### src/hdl/ffc_pkg.sv
// Package with widths, key codes and shared types of the calculator.
package ffc_pkg;
  localparam int unsigned VALUE_BITS = 64;
  localparam int unsigned FRAC_BITS  = 32;
  localparam int unsigned WIDE_BITS  = 2 * VALUE_BITS;
  localparam int unsigned CNT_BITS   = $clog2(WIDE_BITS + 1);

  typedef enum logic [3:0] {
    KEY_DIGIT  = 4'd0,
    KEY_POINT  = 4'd1,
    KEY_NEGATE = 4'd2,
    KEY_ADD    = 4'd3,
    KEY_SUB    = 4'd4,
    KEY_MUL    = 4'd5,
    KEY_DIV    = 4'd6,
    KEY_EQUALS = 4'd7,
    KEY_CLEAR  = 4'd8
  } key_e;

  typedef enum logic [1:0] {
    OP_ADD = 2'd0,
    OP_SUB = 2'd1,
    OP_MUL = 2'd2,
    OP_DIV = 2'd3
  } op_e;

  // Commands from the controller to the datapath.
  typedef enum logic [3:0] {
    CMD_NONE,
    CMD_KEY,
    CMD_DIGIT_MUL,
    CMD_DIGIT_FIN,
    CMD_EQ_START,
    CMD_LONG_STEP,
    CMD_EQ_FIN
  } cmd_e;

  typedef struct packed {
    cmd_e        cmd;
    logic [3:0]  mode;
    logic [3:0]  digit;
  } ctrl_t;

  typedef struct packed {
    logic need_long;
    logic long_done;
    logic point_seen;
  } stat_t;

  typedef struct packed {
    logic [VALUE_BITS-1:0] display_value;
    logic                  divide_by_zero;
    logic                  overflow;
  } res_t;
endpackage

### src/hdl/ffc_if.sv
// Valid/ready channel interfaces for key requests and results.
interface ffc_key_if;
  logic       valid;
  logic       ready;
  logic [3:0] mode;
  logic [3:0] digit;
  modport source (output valid, mode, digit, input ready);
  modport sink (input valid, mode, digit, output ready);
endinterface

interface ffc_res_if;
  logic        valid;
  logic        ready;
  logic [63:0] display_value;
  logic        divide_by_zero;
  logic        overflow;
  modport source (output valid, display_value, divide_by_zero, overflow, input ready);
  modport sink (input valid, display_value, divide_by_zero, overflow, output ready);
endinterface

### src/hdl/ffc_ctrl.sv
// Controller: sequences each key request and drives the result channel from the datapath.
module ffc_ctrl
  import ffc_pkg::*;
(
  input  logic  clk_i,
  input  logic  rst_ni,
  ffc_key_if.sink   key,
  ffc_res_if.source res,
  input  stat_t stat_i,
  input  res_t  dp_i,
  output ctrl_t ctrl_o
);
  typedef enum logic [2:0] {
    S_IDLE, S_DIGIT, S_EQ, S_LONG, S_FIN, S_LOAD, S_OUT
  } state_e;

  state_e state_q;
  logic [3:0] mode_q, digit_q;
  logic       is_int_digit;

  assign key.ready = (state_q == S_IDLE);
  assign res.valid = (state_q == S_OUT);
  assign ctrl_o.mode = mode_q;
  assign ctrl_o.digit = digit_q;
  assign res.display_value = dp_i.display_value;
  assign res.divide_by_zero = dp_i.divide_by_zero;
  assign res.overflow = dp_i.overflow;
  assign is_int_digit = (mode_q == KEY_DIGIT) && !stat_i.point_seen;

  // Command decode from state; the long unit stops once its count is spent.
  always_comb begin
    case (state_q)
      S_LOAD:  ctrl_o.cmd = CMD_KEY;
      S_DIGIT: ctrl_o.cmd = CMD_DIGIT_FIN;
      S_EQ:    ctrl_o.cmd = CMD_EQ_START;
      S_LONG:  ctrl_o.cmd = stat_i.long_done ? CMD_NONE : CMD_LONG_STEP;
      S_FIN:   ctrl_o.cmd = CMD_EQ_FIN;
      default: ctrl_o.cmd = CMD_NONE;
    endcase
  end

  // Sequencer.
  always_ff @(posedge clk_i or negedge rst_ni) begin
    if (!rst_ni) begin
      state_q <= S_IDLE;
      mode_q <= '0;
      digit_q <= '0;
    end else begin
      case (state_q)
        S_IDLE: begin
          if (key.valid) begin
            mode_q <= key.mode;
            digit_q <= key.digit;
            state_q <= S_LOAD;
          end
        end
        S_LOAD: begin
          // The digit path needs the datapath's point state, checked below.
          if (is_int_digit) state_q <= S_DIGIT;
          else if (mode_q == KEY_EQUALS && stat_i.need_long) state_q <= S_EQ;
          else state_q <= S_OUT;
        end
        S_DIGIT: state_q <= S_OUT;
        S_EQ:    state_q <= S_LONG;
        S_LONG:  if (stat_i.long_done) state_q <= S_FIN;
        S_FIN:   state_q <= S_OUT;
        S_OUT:   if (res.ready) state_q <= S_IDLE;
        default: state_q <= S_IDLE;
      endcase
    end
  end
endmodule

### src/flat_wrapper.sv
// flat-port wrapper written by rule: the top's interface ports become plain ports
module ffc_ctrl_flat import ffc_pkg::*;
  (clk_i, rst_ni, stat_i, dp_i, ctrl_o, key_valid, key_mode, key_digit, key_ready, res_valid, res_display_value, res_divide_by_zero, res_overflow, res_ready);
  ffc_key_if key_i ();
  ffc_res_if res_i ();
  input  logic clk_i;
  input  logic rst_ni;
  input  stat_t stat_i;
  input  res_t dp_i;
  output ctrl_t ctrl_o;
  input wire logic [$bits(key_i.valid)-1:0] key_valid;
  input wire logic [$bits(key_i.mode)-1:0] key_mode;
  input wire logic [$bits(key_i.digit)-1:0] key_digit;
  output wire logic [$bits(key_i.ready)-1:0] key_ready;
  output wire logic [$bits(res_i.valid)-1:0] res_valid;
  output wire logic [$bits(res_i.display_value)-1:0] res_display_value;
  output wire logic [$bits(res_i.divide_by_zero)-1:0] res_divide_by_zero;
  output wire logic [$bits(res_i.overflow)-1:0] res_overflow;
  input wire logic [$bits(res_i.ready)-1:0] res_ready;
  assign key_i.valid = key_valid;
  assign key_i.mode = key_mode;
  assign key_i.digit = key_digit;
  assign key_ready = key_i.ready;
  assign res_valid = res_i.valid;
  assign res_display_value = res_i.display_value;
  assign res_divide_by_zero = res_i.divide_by_zero;
  assign res_overflow = res_i.overflow;
  assign res_i.ready = res_ready;
  ffc_ctrl u_core (.clk_i(clk_i), .rst_ni(rst_ni), .key(key_i), .res(res_i), .stat_i(stat_i), .dp_i(dp_i), .ctrl_o(ctrl_o));
endmodule
### config.mk
export PLATFORM = sky130hd
export DESIGN_NAME = ffc_ctrl_flat
export DESIGN_NICKNAME = d
export VERILOG_FILES = /design/src/hdl/ffc_pkg.sv /design/src/hdl/ffc_if.sv /design/src/hdl/ffc_ctrl.sv /design/src/flat_wrapper.sv
export SDC_FILE = /design/constraint.sdc
export NUM_CORES = 1
export LEC_CHECK = 0
export ABC_AREA = 1
export ABC_CLOCK_PERIOD_IN_PS = 1270
export CAP_MARGIN = 10
export CORE_AREA = 2 2 62 64
export DETAILED_ROUTE_END_ITERATION = 10
export DIE_AREA = 0 0 64 66
export DONT_BUFFER_PORTS = 1
export PLACE_DENSITY = 0.51
export SKIP_CTS_REPAIR_TIMING = 1
export SYNTH_ARGS = -nofsm -noshare
export SYNTH_HDL_FRONTEND = slang
export SYNTH_SLANG_ARGS = --single-unit
export TNS_END_PERCENT = 1
### constraint.sdc
create_clock -name clk_i -period 1.27 [get_ports clk_i]
set_input_delay 0.1905 -clock clk_i [delete_from_list [all_inputs] [get_ports clk_i]]
set_output_delay 0.1905 -clock clk_i [all_outputs]
set_load 0.01 [all_outputs]
* Word level (Yosys, flattened, before mapping)
Index checks and enable logic that the tools add are counted.
** Cells by class
- Reductions and logical operators :: 8
- Equal/unequal tests :: 10
- Multiplexer cells :: 8
** Operators by type and width (number)
- $pmux 4 s5 :: 1
- $mux 3 :: 6
- $pmux 3 s6 :: 1
- $eq 3x3->1 const B :: 3
- $eq 3x2->1 const B :: 2
- $eq 4x3->1 const B :: 1
- $logic_not 4->1 :: 1
- $ne 2x2->1 const B :: 2
- $eq 3x1->1 const B :: 1
- $logic_not 3->1 :: 1
- $reduce_and 3->1 :: 1
- $logic_and 1x1->1 :: 2
- $ne 2x1->1 const B :: 1
- $reduce_and 2->1 :: 1
- $reduce_or 2->1 :: 1
- $logic_not 1->1 :: 1
** Word-level totals
- Register bits after elaboration :: 11
- Input bits :: 81
- Output and inout bits :: 80
- Logic and storage cells :: 29

* Logic depth before layout (Yosys ltp)
- Word-level depth :: 5
- Mapped depth :: 7

* Least setup slack after synthesis
No wires, ideal clock.
- Kind :: reg-to-reg
- Start :: register u_core.state_q[2]
- End :: register u_core.mode_q[2]
- Arrival time :: 1042 ps
- Required time :: 1151 ps
- Path slack :: 109 ps
- Cell stages (with the launch flop) :: 7
- Buffers on the path :: 0
- Cell sequence :: dfrtp_1 > nor2_2 > inv_2 > nor2_4 > nand2_4 > nor2_2 > a21oi_2
** On the way
- Word-level cells in the longest chain between the ends :: 2
** Ends and longest elaborated chain
- start: declaration :: line ffc_ctrl.sv:17 : state_e state_q;
- start signal: assignment :: line ffc_ctrl.sv:45 : state_q <= S_IDLE;
- start signal: assignment :: line ffc_ctrl.sv:54 : state_q <= S_LOAD;
- start signal: assignment :: line ffc_ctrl.sv:59 : if (is_int_digit) state_q <= S_DIGIT;
- $logic_not 3->1
- named net key_ready :: line flat_wrapper.sv:14 : output wire logic [$bits(key_i.ready)-1:0] key_ready;
- $reduce_and 2->1 (no source line)
- end signal: assignment :: line ffc_ctrl.sv:52 : mode_q <= key.mode;
- end: declaration :: line ffc_ctrl.sv:18 : logic [3:0] mode_q, digit_q;
The timed path passes the listed nets, and every way through them passes these cells.
A chain may end at the register's enable or synchronous reset.

* Worst setup path after layout
- Start :: register u_core.state_q[0]
- End :: output key_ready
** On the way
- Word-level cells in the longest chain between the ends :: 1
** Ends and longest elaborated chain
- $logic_not 3->1 :: line ffc_ctrl.sv:21 : assign key.ready = (state_q == S_IDLE);
- end: declaration :: line flat_wrapper.sv:14
No other way between the ends.

==> results.toml <==
[synthesis]
synthArstFlopShare = 1.00
synth_flop_cell = "dfrtp_1"
ys_types = 18
ys_top_cells_by_area = "buf_4, dfrtp_1, nand2_1, nand3_1, inv_1"
yosysSeqAreaShare = 0.249
avgSynthCellArea_um2 = 7.32
syn_area_um2 = 1110
synth_edf_count = 0
synth_warnings = 0
syn_nets = 232
synth_cells = 151
ys_ff_latch = 11
yosysTopAreaCell = "buf_4"
synth_top_area_frac = 0.455

[critical_path]
r2r_slack_ps = 20
end_kind = "primary output"
startpoint_type = "flop"
path_max_fanout = 5
crit_type = "flop to primary output"
cp.required_ps = 1080
cp.arrival_ps = 1190

[clocking]
clk_pin_slew_ps = 70
clock_latency_ps = 260
cts.sinks = 11
clock_path_buffers = 2
tritoncts = "built"
htree_levels = 1
clockRootBuffer = "clkbuf_4"
numCtsBuffers = 3

[power]
clkPwrFrac = 0.115
power_frac_seq = 0.382
power_leakage_uw = 0.000414
power.switching_uw = 982
internal_power_uw = 1110
switching_share = 0.470
vdd.ir_drop.worst_uv = 709
p_per_area_nw_per_um2 = 2540
finalPower_uw = 2090
pwr-share-comb = 0.503

[global_route]
grtUsageTotal = 0.103
grt_max_degree = 12
antenna_found_initial = 0
overflow = 0
grt_pass1_vias = 702
grt_pass1_wl_um = 3320

[cells_and_area]
final_cell_mix = "nand2_1, nand3_1, buf_4"
syn2layout_area_growth_pct = -25.8
fillers = 404
stdcell_count = 146
diodes = 0
post_route_cells_drive_above_1_share = 0.347
layout_commonest_cell = "nand2_1"
final_nets = 180
utilization = 0.231

[routing]
remaining_drc_errors = 0
wl_um = 2250
vias = 674
firstDrtPassIters = 4
wl_per_cell_um = 15.4
viasPerCell = 4.62
drtIter0Drc = 8
ant_nets = 0

[placement]
place_hpwl_um = 1670
gp_congestion = 0.772
port_buffers = 0
dp_cells = 133
post-place-ws_ps = 47.1

[timing]
rsz0062_at_grt = "true"
period_needed_ps = 1380
fin_ws_ps = -114
fmax_ghz = 0.723
hold_viol_final = 0
period_share = 1.09
fin_skew_ps = 0.556
setup_violations = 5
drv_slew = 0
slew_headroom = 0.639
worstMarginPinSlew_ps = 540

[outcome]
status = "complete, but fails checks"
violations = "negative setup slack"

[floorplan]
start_util = 0.311
core_area_um2 = 3550
die_y_um = 66
die_w_um = 64
rows = 22
ios = 161
die_area_um2 = 4220

[worst_hold_path]
hold_class = "input pin to flop"

[flow_run]
drv_cap = 0
## critical path, stage by stage, from the launching register on
cell,delay (ps)
dfrtp_2,460
nor2_4,130
inv_2,60
nor2_4,140
buf_6,140
## state kept, by name, summed over array words and instances, names as in the netlist
| signal | flops |
|---|---|
| u_core.digit_q | 4 |
| u_core.mode_q | 4 |
| u_core.state_q | 3 |
## layer usage
metal  vias to the layer above  wire [um]  GRT usage  share of wire
met2                        75        975      0.142           0.43
met4                         0         85     0.0924          0.038
met5                         -          0          0              0
met1                       297        780     0.0938           0.35
li1                        286          -          -              -
met3                        16        409     0.0869           0.18
## final timing paths
path / to / depth (start not counted) / startpoint
hold / removal: u_core.mode_q[1]$_DFFE_PN0P_ / 2 / key_mode[1]
hold reg to reg: u_core.digit_q[0]$_DFFE_PN0P_ / 2 / u_core.digit_q[0]$_DFFE_PN0P_
setup / recovery: key_ready / 4 / u_core.state_q[0]$_DFFE_PN0P_
setup reg to reg: u_core.mode_q[2]$_DFFE_PN0P_ / 7 / u_core.state_q[0]$_DFFE_PN0P_
min in group asynchronous: u_core.digit_q[3]$_DFFE_PN0P_ / 1 / rst_ni
max in group asynchronous: u_core.state_q[0]$_DFFE_PN0P_ / 1 / rst_ni
## power by group through the flow
stage / clock, uW / sequential, uW / combinational (uW)
after global placement: 0 / 769 / 753
after CTS: 263 / 773 / 771
after detailed placement: 0 / 775 / 773
after floorplan: 0 / 721 / 822
after global routing: 276 / 823 / 1200
final: 240 / 798 / 1050
## cell usage after synthesis, types with 2 or more instances
cell / instances
buf_4: 67
nand2_1: 28
dfrtp_1: 11
inv_1: 10
nand3_1: 10
nor2_1: 7
nor2_2: 4
a21oi_1: 2
inv_2: 2
nor3_1: 2
## metrics by stage
step,hold WS [ps],setup TNS [ps],area (um^2)
detailed placement,-105,0,674
floorplan,-105,0,1110
finish,62.7,-368,821
CTS,-406,-716,701
global placement,-105,0,674
global route,52.3,-1140,821
## cells by family (layout without fill, tap and decap cells)
logic type,Yosys count,after routing,synth area share
flops,11,11,0.249
compound gates,4,4,0.0215
other cells,1,1,0.00339
simple gates,55,55,0.227
buf+inv,80,27,0.499
## layout make-up
| type | count | area (um^2) | share of cell area |
|---|---|---|---|
| clock buffers | 4 | 26.3 | 0.0320 |
| inverters | 12 | 45.0 | 0.0549 |
| flip-flops and latches | 11 | 279 | 0.340 |
| well taps | 48 | 60.1 | 0.0732 |
| repair buffers | 11 | 88.8 | 0.108 |
| multi-input cells | 60 | 322 | 0.392 |
Power figures use the tool's default switching activity.
